`src/design/mrt_pkg.sv`:
```
// Package for the mapped region table: request and response types, the slot record,
// sequencer states and fixed constants. No dependencies.
`timescale 1ns / 1ps
package mrt_pkg;

    localparam int ADDR_BITS = 38;
    localparam int LEN_BITS  = 31;
    localparam int OFF_BITS  = 32;

    localparam logic [ADDR_BITS-1:0] BASE_RESET  = 38'h10_0000_0000;
    localparam logic [ADDR_BITS-1:0] LIMIT_RESET = 38'h3F_FFFF_E000;

    localparam logic [1:0] OP_MAP   = 2'd0;
    localparam logic [1:0] OP_FAULT = 2'd1;
    localparam logic [1:0] OP_UNMAP = 2'd2;

    localparam logic [3:0] CAUSE_FETCH = 4'd12;
    localparam logic [3:0] CAUSE_LOAD  = 4'd13;
    localparam logic [3:0] CAUSE_STORE = 4'd15;

    localparam logic CFG_BASE  = 1'b0;
    localparam logic CFG_LIMIT = 1'b1;

    typedef struct packed {
        logic [1:0]           op;
        logic [ADDR_BITS-1:0] address;
        logic [LEN_BITS-1:0]  byte_length;
        logic [LEN_BITS-1:0]  map_offset;
        logic [2:0]           rights;
        logic [1:0]           map_kind;
        logic [3:0]           fault_cause;
        logic                 file_mappable;
        logic                 file_writable;
    } t_req;

    typedef struct packed {
        logic                 status;
        logic [ADDR_BITS-1:0] region_start;
        logic [3:0]           slot_index;
        logic [OFF_BITS-1:0]  page_file_offset;
        logic [4:0]           pte_bits;
        logic                 region_shared;
        logic                 region_freed;
    } t_rsp;

    // One table entry as held in the slot memory; kind is 1 for private.
    typedef struct packed {
        logic [ADDR_BITS-1:0] start;
        logic [LEN_BITS-1:0]  length;
        logic [2:0]           rights;
        logic                 kind;
        logic [OFF_BITS-1:0]  data_offset;
    } t_slot;

    typedef enum logic [2:0] {
        ST_IDLE,
        ST_RD,
        ST_EV,
        ST_WB,
        ST_DONE
    } t_state;

endpackage

```
`src/design/mapped_region_table_unit.sv`:
```
// Mapped region table: slot memory, used bits, request sequencer and result register.
// Depends on mrt_pkg.
`timescale 1ns / 1ps
// Usage
// Requests enter on i_in_valid / o_in_stall with the payload i_in_req; results leave on
// o_out_valid / i_out_stall as o_out_rsp, exactly one result per request, in order.
// Map, fault and unmap walk the slot memory one slot at a time: each slot passes through
// a read state and an evaluate state. A map walks every slot, then writes its new slot
// in the write-back state if it fits below the limit; a fault or unmap stops at the first
// hit, and a request rejected on its arguments goes straight to the result state.
// One request is worked on at a time; the next one is taken as soon as the result has
// moved into the output register, even while that register is still stalled.
// map_base and map_limit are written through i_cfg_we / i_cfg_index / i_cfg_data; the user
// must do so only while the block is idle, as the block itself does not enforce it.
// Reset (synchronous, active low) marks every slot free, restores both registers to
// their defaults and empties the output register. Slot contents are not cleared, as a
// free slot's contents are never used. A stalled result holds steady until taken.
module mapped_region_table_unit #(
    parameter int SLOTS      = 16,
    parameter int PAGE_SHIFT = 12
) (
    input  logic                         i_clk,
    input  logic                         i_rst_n,
    input  logic                         i_in_valid,
    output logic                         o_in_stall,
    input  mrt_pkg::t_req                i_in_req,
    output logic                         o_out_valid,
    input  logic                         i_out_stall,
    output mrt_pkg::t_rsp                o_out_rsp,
    input  logic                         i_cfg_we,
    input  logic                         i_cfg_index,
    input  logic [mrt_pkg::ADDR_BITS-1:0] i_cfg_data
);

    localparam int AB = mrt_pkg::ADDR_BITS;
    localparam int LB = mrt_pkg::LEN_BITS;
    localparam int OB = mrt_pkg::OFF_BITS;
    localparam int EW = AB + 2;
    localparam int IW = (SLOTS > 1) ? $clog2(SLOTS) : 1;
    localparam int CW = $clog2(SLOTS + 1);
    localparam logic [EW-1:0] PG_MASK_E = EW'((64'd1 << PAGE_SHIFT) - 64'd1);

    mrt_pkg::t_state        r_state, n_state;
    mrt_pkg::t_req          r_req, n_req;
    mrt_pkg::t_rsp          r_res, n_res;
    mrt_pkg::t_rsp          r_out;
    logic                   r_out_valid;
    logic [SLOTS-1:0]       r_used, n_used;
    logic [CW-1:0]          r_cnt, n_cnt;
    logic [IW-1:0]          r_free, n_free;
    logic [EW-1:0]          r_best, n_best;
    logic [AB-1:0]          r_base, r_limit;
    mrt_pkg::t_slot         r_mem [SLOTS];
    mrt_pkg::t_slot         r_rdata;

    logic                   in_acc, out_free;
    logic                   arg_ok, unmap_ok, free_found;
    logic [IW-1:0]          free_idx;
    logic [IW-1:0]          idx;
    logic                   ev_used, last;
    logic [EW-1:0]          len_round, ev_end, wb_sum;
    logic [AB:0]            reg_end, rng_end;
    logic                   f_hit, f_ok, u_hit, u_head, u_tail;
    logic [AB-1:0]          page;
    logic [4:0]             pte;
    logic                   mem_we;
    mrt_pkg::t_slot         mem_wdata;

    assign in_acc     = i_in_valid && !o_in_stall;
    assign out_free   = !r_out_valid || !i_out_stall;
    assign o_in_stall = (r_state != mrt_pkg::ST_IDLE);
    assign idx        = r_cnt[IW-1:0];
    assign last       = (r_cnt == CW'(SLOTS - 1));
    assign ev_used    = r_used[idx];

    // Lowest free slot.
    always_comb begin
        free_found = 1'b0;
        free_idx   = '0;
        for (int i = SLOTS - 1; i >= 0; i--) begin
            if (!r_used[i]) begin
                free_found = 1'b1;
                free_idx   = IW'(i);
            end
        end
    end

    // Argument checks made when a request is taken.
    always_comb begin
        arg_ok = (i_in_req.address == '0) && (i_in_req.byte_length != '0)
              && (i_in_req.map_offset == '0) && !i_in_req.map_kind[1]
              && (i_in_req.rights != '0) && i_in_req.file_mappable
              && !(!i_in_req.map_kind[0] && i_in_req.rights[1] && !i_in_req.file_writable);
        unmap_ok = (i_in_req.byte_length != '0)
                && (i_in_req.address[PAGE_SHIFT-1:0] == '0);
    end

    // Evaluation of the slot just read.
    always_comb begin
        len_round = (EW'(r_req.byte_length) + PG_MASK_E) & ~PG_MASK_E;
        reg_end   = {1'b0, r_rdata.start} + (AB+1)'(r_rdata.length);
        rng_end   = {1'b0, r_req.address} + (AB+1)'(r_req.byte_length);
        ev_end    = (EW'(reg_end) + PG_MASK_E) & ~PG_MASK_E;
        wb_sum    = r_best + len_round;
        f_hit     = (r_req.address >= r_rdata.start) && ({1'b0, r_req.address} < reg_end);
        f_ok      = !((r_req.fault_cause == mrt_pkg::CAUSE_LOAD  && !r_rdata.rights[0])
                   || (r_req.fault_cause == mrt_pkg::CAUSE_STORE && !r_rdata.rights[1])
                   || (r_req.fault_cause == mrt_pkg::CAUSE_FETCH && !r_rdata.rights[2]));
        u_hit     = (r_req.address >= r_rdata.start) && (rng_end <= reg_end);
        u_head    = (r_req.address == r_rdata.start);
        u_tail    = (rng_end == reg_end);
        page      = r_req.address & ~AB'(PG_MASK_E);
        pte       = {1'b1, r_rdata.rights, 1'b0};
    end

    // Next state.
    always_comb begin
        n_state = r_state;
        case (r_state)
            mrt_pkg::ST_IDLE: begin
                if (in_acc) begin
                    case (i_in_req.op)
                        mrt_pkg::OP_MAP:
                            n_state = (arg_ok && free_found) ? mrt_pkg::ST_RD
                                                             : mrt_pkg::ST_DONE;
                        mrt_pkg::OP_FAULT: n_state = mrt_pkg::ST_RD;
                        mrt_pkg::OP_UNMAP:
                            n_state = unmap_ok ? mrt_pkg::ST_RD : mrt_pkg::ST_DONE;
                        default: n_state = mrt_pkg::ST_DONE;
                    endcase
                end
            end
            mrt_pkg::ST_RD: n_state = mrt_pkg::ST_EV;
            mrt_pkg::ST_EV: begin
                if (ev_used && r_req.op == mrt_pkg::OP_FAULT && f_hit) begin
                    n_state = mrt_pkg::ST_DONE;
                end else if (ev_used && r_req.op == mrt_pkg::OP_UNMAP && u_hit) begin
                    n_state = mrt_pkg::ST_DONE;
                end else if (last) begin
                    n_state = (r_req.op == mrt_pkg::OP_MAP) ? mrt_pkg::ST_WB
                                                            : mrt_pkg::ST_DONE;
                end else begin
                    n_state = mrt_pkg::ST_RD;
                end
            end
            mrt_pkg::ST_WB: n_state = mrt_pkg::ST_DONE;
            mrt_pkg::ST_DONE: if (out_free) n_state = mrt_pkg::ST_IDLE;
            default: n_state = mrt_pkg::ST_IDLE;
        endcase
    end

    // Datapath updates, result building and write-back.
    always_comb begin
        n_req     = r_req;
        n_res     = r_res;
        n_used    = r_used;
        n_cnt     = r_cnt;
        n_free    = r_free;
        n_best    = r_best;
        mem_we    = 1'b0;
        mem_wdata = r_rdata;
        case (r_state)
            mrt_pkg::ST_IDLE: begin
                if (in_acc) begin
                    n_req        = i_in_req;
                    n_res        = '0;
                    n_res.status = 1'b1;
                    n_cnt        = '0;
                    n_free       = free_idx;
                    n_best       = EW'(r_base);
                end
            end
            mrt_pkg::ST_EV: begin
                n_cnt = r_cnt + CW'(1);
                if (ev_used) begin
                    case (r_req.op)
                        mrt_pkg::OP_MAP: if (ev_end > r_best) n_best = ev_end;
                        mrt_pkg::OP_FAULT: begin
                            if (f_hit && f_ok) begin
                                n_res.status           = 1'b0;
                                n_res.slot_index       = 4'(idx);
                                n_res.page_file_offset = r_rdata.data_offset
                                                       + OB'(page - r_rdata.start);
                                n_res.pte_bits         = pte;
                                n_res.region_shared    = !r_rdata.kind;
                            end
                        end
                        mrt_pkg::OP_UNMAP: begin
                            if (u_hit && (u_head || u_tail)) begin
                                n_res.status        = 1'b0;
                                n_res.slot_index    = 4'(idx);
                                n_res.region_shared = !r_rdata.kind;
                                if (u_head && u_tail) begin
                                    n_res.region_freed = 1'b1;
                                    n_used[idx]        = 1'b0;
                                end else if (u_head) begin
                                    mem_we                = 1'b1;
                                    mem_wdata.start       = r_rdata.start
                                                          + AB'(r_req.byte_length);
                                    mem_wdata.data_offset = r_rdata.data_offset
                                                          + OB'(r_req.byte_length);
                                    mem_wdata.length      = r_rdata.length
                                                          - r_req.byte_length;
                                end else begin
                                    mem_we           = 1'b1;
                                    mem_wdata.length = LB'(r_req.address - r_rdata.start);
                                end
                            end
                        end
                        default: ;
                    endcase
                end
            end
            mrt_pkg::ST_WB: begin
                if ({1'b0, wb_sum} < (EW+1)'(r_limit)) begin
                    mem_we                = 1'b1;
                    mem_wdata.start       = AB'(r_best);
                    mem_wdata.length      = r_req.byte_length;
                    mem_wdata.rights      = r_req.rights;
                    mem_wdata.kind        = r_req.map_kind[0];
                    mem_wdata.data_offset = '0;
                    n_used[r_free]        = 1'b1;
                    n_res.status          = 1'b0;
                    n_res.region_start    = AB'(r_best);
                    n_res.slot_index      = 4'(r_free);
                end
            end
            default: ;
        endcase
    end

    // Slot memory: one write port, one registered read port.
    always_ff @(posedge i_clk) begin
        if (mem_we) begin
            r_mem[(r_state == mrt_pkg::ST_WB) ? r_free : idx] <= mem_wdata;
        end
        r_rdata <= r_mem[idx];
    end

    // Payload registers.
    always_ff @(posedge i_clk) begin
        r_req  <= n_req;
        r_res  <= n_res;
        r_cnt  <= n_cnt;
        r_free <= n_free;
        r_best <= n_best;
        if (r_state == mrt_pkg::ST_DONE && out_free) begin
            r_out <= r_res;
        end
    end

    // Control state and configuration.
    always_ff @(posedge i_clk) begin
        if (!i_rst_n) begin
            r_state     <= mrt_pkg::ST_IDLE;
            r_used      <= '0;
            r_out_valid <= 1'b0;
            r_base      <= mrt_pkg::BASE_RESET;
            r_limit     <= mrt_pkg::LIMIT_RESET;
        end else begin
            r_state <= n_state;
            r_used  <= n_used;
            if (r_state == mrt_pkg::ST_DONE && out_free) begin
                r_out_valid <= 1'b1;
            end else if (!i_out_stall) begin
                r_out_valid <= 1'b0;
            end
            if (i_cfg_we && i_cfg_index == mrt_pkg::CFG_BASE) r_base <= i_cfg_data;
            if (i_cfg_we && i_cfg_index == mrt_pkg::CFG_LIMIT) r_limit <= i_cfg_data;
        end
    end

    assign o_out_valid = r_out_valid;
    assign o_out_rsp   = r_out;

`ifndef SYNTHESIS
    // A rejected result carries nothing but its status.
    a_reject_clean: assert property (@(posedge i_clk) disable iff (!i_rst_n)
        o_out_valid && o_out_rsp.status |->
            o_out_rsp.region_start == '0 && o_out_rsp.slot_index == '0
            && o_out_rsp.pte_bits == '0 && o_out_rsp.region_freed == 1'b0)
        else $error("rejected result has nonzero fields");

    // The slot counter stays inside the table while the walk runs.
    a_cnt_range: assert property (@(posedge i_clk) disable iff (!i_rst_n)
        (r_state == mrt_pkg::ST_RD || r_state == mrt_pkg::ST_EV) |-> r_cnt < CW'(SLOTS))
        else $error("slot counter out of range");

    // A successful map marks its slot used.
    a_map_used: assert property (@(posedge i_clk) disable iff (!i_rst_n)
        r_state == mrt_pkg::ST_WB && mem_we |=> r_used[$past(r_free)])
        else $error("mapped slot not marked used");

    // A new request is only taken from the idle state.
    a_take_idle: assert property (@(posedge i_clk) disable iff (!i_rst_n)
        in_acc |=> r_state != mrt_pkg::ST_IDLE)
        else $error("request taken without leaving idle");
`endif

endmodule
```
`config.mk`:
```
export PLATFORM = sky130hd
export DESIGN_NAME = mapped_region_table_unit
export DESIGN_NICKNAME = d
export VERILOG_FILES = /design/src/design/mrt_pkg.sv /design/src/design/mapped_region_table_unit.sv
export SDC_FILE = /design/constraint.sdc
export NUM_CORES = 2
export LEC_CHECK = 0
export ABC_AREA = 1
export BUFFER_PORTS_ARGS = -buffer_cell sky130_fd_sc_hd__buf_4
export CAP_MARGIN = 10
export CORE_MARGIN = 1
export CORE_UTILIZATION = 25
export DETAILED_ROUTE_END_ITERATION = 7
export PLACE_DENSITY_LB_ADDON = 0.25
export SYNTH_ARGS = -nofsm -noshare
export SYNTH_HDL_FRONTEND = slang
export SYNTH_SLANG_ARGS = --single-unit
```
`constraint.sdc`:
```
create_clock -name i_clk -period 18.6 [get_ports i_clk]
set_input_delay 1.86 -clock i_clk [delete_from_list [all_inputs] [get_ports i_clk]]
set_output_delay 1.86 -clock i_clk [all_outputs]
set_load 0.005 [all_outputs]
```
Word level (Yosys, flattened, before mapping). Memories as Yosys holds them, arrays and structs flattened. A register that Yosys moved wholly into a read port is not among the register bits. Index checks and enable logic that the tools add are counted.

Memory bits (writable): 1680. Memories kept: 1. Register bits after elaboration: 388. Logic and storage cells: 261. Output and inout bits: 84.

Eq/ne operators: 29. Muxes and demuxes: 105. Bitwise gates (word level): 4. $add $sub $neg: 12. Magnitude comparators: 9. Reductions and logical operators: 70.

Memories: r_mem (words 16, width 105, read ports 1, clocked after Yosys merged registers in 1, write ports 1, RTL line mapped_region_table_unit.sv:53) `mrt_pkg::t_slot r_mem [SLOTS];`.

Operator list (count): 2-to-1 mux 69 bit (4); 2-to-1 mux 32 bit (5); 2-to-1 mux 40 bit (4); case mux 69 bit (2 select lines) (1); 2-to-1 mux 105 bit (1); 2-to-1 mux 43 bit (2); 2-to-1 mux 82 bit (1); 2-to-1 mux 16 bit (5); case mux 40 bit (2 select lines) (1); adder 38 x 31 -> 39 bit (2); case mux 39 bit (2 select lines) (1); case mux 38 bit (2 select lines) (1); case mux 32 bit (2 select lines) (1); subtractor 31 bit (2); 2-to-1 mux 4 bit (11); 2-to-1 mux 42 bit (1); adder 39 x 12 -> 40 bit, second input constant (1); adder 40 x 32 -> 40 bit (1); greater-than comparator 40 bit (1); less-than comparator 40 x 38 -> 1 bit (1); equality test 39 bit (1); less-or-equal comparator 39 bit (1); less-than comparator 38 x 39 -> 1 bit (1); adder 38 x 31 -> 38 bit (1); other kinds (58) (178).

Logic depth before layout (Yosys ltp).
Depth in word-level cells: 21. Depth in mapped cells: 42. Mapped depth without buffers: 41.

Least setup slack after synthesis. Ideal clock, no wire load.

Kind: reg2reg. Start point: reg r_req[43] (netlist name). End point: mem r_mem[11][0] (netlist name), enable pin. Cell stages (with the launch flop): 41. Arrival time: 9.531 ns. Setup slack: 8.499 ns. Data required time: 18.030 ns. Cell sequence: edfxtp_1 -> inv_1 -> nand2_1 -> nor3_1 -> nand2_1 -> inv_1 -> nor2_1 -> nand2_1 -> inv_1 -> nand2_1 -> nor2_1 -> nand2_1 -> nor2_1 -> nand2_1 -> nor2_1 -> nor2_1 -> ha_1 -> a21o_1 -> [5 not listed] -> a21oi_1 -> o21ai_0 -> xor2_1 -> ha_1 -> a21oi_1 -> o21ai_0 -> a21oi_1 -> nand2_1 -> nand2_1 -> nand2_1 -> nand2_1 -> nand2_2 -> inv_2 -> nand2_1 -> buf_2 -> nand2_2 -> nand3_1 -> nor2_1.

Cells in the longest elaborated chain, start to end: 10.

Ends and longest elaborated chain: from (decl) (RTL line mapped_region_table_unit.sv:44) `mrt_pkg::t_req r_req, n_req;`; from (signal assigned) (RTL line mapped_region_table_unit.sv:242) `r_req <= n_req;`; branches (longest 7 deep; another with adder 40 x 32 -> 40 bit); case mux 1 bit (2 select lines) (*) (RTL line mapped_region_table_unit.sv:162) `case (r_state)`; 2-to-1 mux 1 bit (*) (RTL line mapped_region_table_unit.sv:234) `if (mem_we) begin`; 2-to-1 mux 1 bit (*) (RTL line mapped_region_table_unit.sv:235) `r_mem[(r_state == mrt_pkg::ST_WB) ? r_free : idx] <= mem_wdata;`; to (decl) (RTL line mapped_region_table_unit.sv:53).

Every way passes the cells marked *.

Final worst setup path.
Start point: reg r_req[43] (netlist name). End point: mem r_mem[11][28] (netlist name), enable pin.

The elaborated chain is that of the path after synthesis.

==> results_dict.tcl <==
set metrics [dict create \
    cpMaxStageDelayCell "nor2_4" \
    clock-sinks 2171 \
    port-buffer-count 239 \
    coreArea_um2 410000 \
    hold_viol 0 \
    whs_path_depth 0 \
    r2r-start "r_req[43]" \
    cp_max_fo 35 \
    ctsHoldBuffers 0 \
    drtIter0Drc 7661 \
    hp-start "r_res[36]" \
    arrival_ns 11.51 \
    ys_ff_latch 2171 \
    path_buf_inv 8 \
    netlist_instances 10100 \
    syn_area_um2 103000 \
    die_w_um 645 \
    grt.total_usage_pct 18.5 \
    cp.required_ns 19.11 \
    status "finished clean" \
    stdcell_area_um2 119000 \
    startpoint_type "flop" \
    dp_hpwl_mm 276 \
    total_power_mw 15.4 \
    cap_violations 0 \
    async_flop_share_pct 0 \
    placed_area_um2 112000 \
    cts_setup_buffers 0 \
    final_nets 10900 \
    synth.most_common_cell "edfxtp_1" \
    drive_gt1_share_pct 8.22 \
    overflow 0 \
    drt-pass1-iter-count 7 \
    final.period_utilization_pct 59.1 \
    die_area_um2 416000 \
    cp_top_family "simple AND/OR/NAND/NOR gates" \
    holdPathEnd "o_out_rsp[36]" \
    root_buffer "clkbuf_16" \
    slew_viol_final 0 \
    antenna_found_initial 25 \
    ff2ff_setup_slack_ns 7.60 \
    fin_ws_ns 7.60 \
    powerDensity_nw_per_um2 129 \
    syn_to_final_growth_pct 15.5 \
    r2r_end "r_mem[11][28]" \
    io_pins 241 \
    wl_mm 399 \
    htree_levels 4 \
    startpoint "r_req[43]" \
    rsz0062_at_grt "false" \
    grt_pass1_wl_mm 559 \
    min_period_ns 11.00 \
    finalSetupTns_ns 0 \
    tightest_slew_ns 1.34 \
    worstSetupPathType "flop to flop" \
    slew_headroom_pct 9.47 \
    cp-end-kind "flop" \
    p_leak_nw 43.8 \
    initial_core_util_pct 25.2 \
    grt_pass1_vias 73700 \
    clkLatencyLatePin_ns 0.94 \
    ys.warnings.count 0 \
    synth_top_area_share_pct 57.3 \
    ant_nets 0 \
    yosysTopAreaCell "edfxtp_1" \
    gp_congestion 0.986 \
    vias_per_cell 4.93 \
    synth_cell_type_count 66 \
    ir_worst_vdd_uv 78.4 \
    vias 78600 \
    clock_skew_ns 0.106 \
    fmax_ghz 0.0909 \
    ys_seq_area_share_pct 61.2 \
    ctsResizeCount 0 \
    setup_violations 0 \
    holdWs_ns 0.417 \
    pre_cts_slack_ns 7.71 \
    ys_top_cells_by_area "edfxtp_1 57%, nand2_1 6.3%, o21ai_0 5.7%" \
    cts_tree "built" \
    row_count 235 \
    synth_common_cells "1970 x edfxtp_1, 1746 x nand2_1, 1353 x nor2_1" \
    hp-class "flop to flop" \
    cts.path.max_buffers 4 \
    cts_buffers 228 \
    dieHeight_um 645 \
    ys.flop_type "edfxtp_1" \
    grt_max_degree 179 \
    cp_common_cell "nand2_1" \
    max_stage_delay_ns 0.95 \
    synth_edf_count 1970 \
    reg2reg_depth 43 \
    syn_avg_cell_area_um2 10.2 \
    path_clk_slew_ns 0.06 \
    wl_per_cell_um 25.0 \
    drcViolationCount 0 \
]
==> stage by stage <==
stage | std cells | utilization, %
floorplan | 10100 | -
finish | 16000 | 29.1
CTS | 15900 | 29.1
detailed placement | 15500 | 27.3
global route | 15900 | 29.1
global placement | 15500 | 27.3
==> how the worst max path moves through the flow <==
stage | to | cells past startpoint
detailed placement | r_mem[11][27] | 43
CTS | r_mem[11][28] | 43
global placement | r_mem[11][27] | 43
global route | r_mem[11][28] | 43
finish | r_mem[11][28] | 43
floorplan | r_mem[11][0] | 40
==> cells in the final DEF, fill, tap and decap left out, types with 39 or more instances in the layout <==
master,netlist,layout
o21ai_0,1185,1179
xnor2_1,54,54
dfxtp_1,201,201
nand4_1,216,216
clkinv_1,5,39
clkbuf_16,0,230
clkbuf_1,359,54
nor2_1,1353,1329
a21oi_1,477,475
edfxtp_1,1970,1970
o211ai_1,57,57
o22ai_1,423,423
ha_1,403,403
inv_1,765,762
xor2_1,95,95
nand2_1,1746,1745
nor4_1,46,46
buf_4,2,396
nand3_1,288,288
nor3_1,62,61
==> layer usage <==
| metal | track usage (%) | share of wire (%) | vias to the layer above |
|---|---|---|---|
| li1 | - | - | 36100 |
| met1 | 25.8 | 45 | 39300 |
| met2 | 29.5 | 45 | 2661 |
| met3 | 2.30 | 5.9 | 530 |
| met4 | 6.13 | 3.5 | 16 |
| met5 | 0 | 0.025 | - |
==> sequential cells by signal, indices dropped and copies added (netlist names) <==
| name | count |
|---|---|
| r_mem | 1680 |
| r_rdata | 102 |
| o_out_rsp | 81 |
| r_res | 81 |
| r_req | 53 |
| r_best | 40 |
| r_base | 38 |
| r_limit | 38 |
| page | 26 |
| r_used | 16 |
| r_cnt | 5 |
| r_free | 4 |
| pte | 3 |
| r_state | 3 |
| o_out_valid | 1 |
==> worst register-to-register path, delay by kind of cell, from the launching register on <==
kind	cells	cell delay (ns)
adders and majority gates	2	0.66
DFF	1	0.66
buffers and inverters	8	2.85
AOI/OAI and AO/OA	10	1.78
xor gates and xnor gates	1	0.16
and+or+nand+nor	22	4.44
==> report_power, final <==
| part | switching [mW] | leakage, nW | internal [mW] |
|---|---|---|---|
| clock | 1.95 | 3.59 | 2.64 |
| sequential | 0.260 | 19.7 | 5.78 |
| combinational | 3.47 | 20.5 | 1.32 |
| total | 5.68 | 43.8 | 9.74 |
==> logic make-up after synthesis <==
family	count (synthesis)	share of synthesized area [%]
compound gates	2340	12.5
xor+xnor	149	1.26
fa+ha+maj	430	5.41
buf+inv	1199	4.45
flops	2171	61.2
mux	2	0.0194
other cells	1	0.00363
simple gates	3793	15.2
==> final cells by class <==
class / instances / area, µm²
sequential: 2171 / 63200
antenna: 6 / 15.0
tap: 5451 / 6820
fill: 43000 / 291000
timing repair buffer: 407 / 3190
multi-input combinational: 6717 / 35700
clock inverter: 113 / 1170
clock buffer: 304 / 6230
inverter: 783 / 2970
Note: power is estimated with default switching activity, not from simulation.
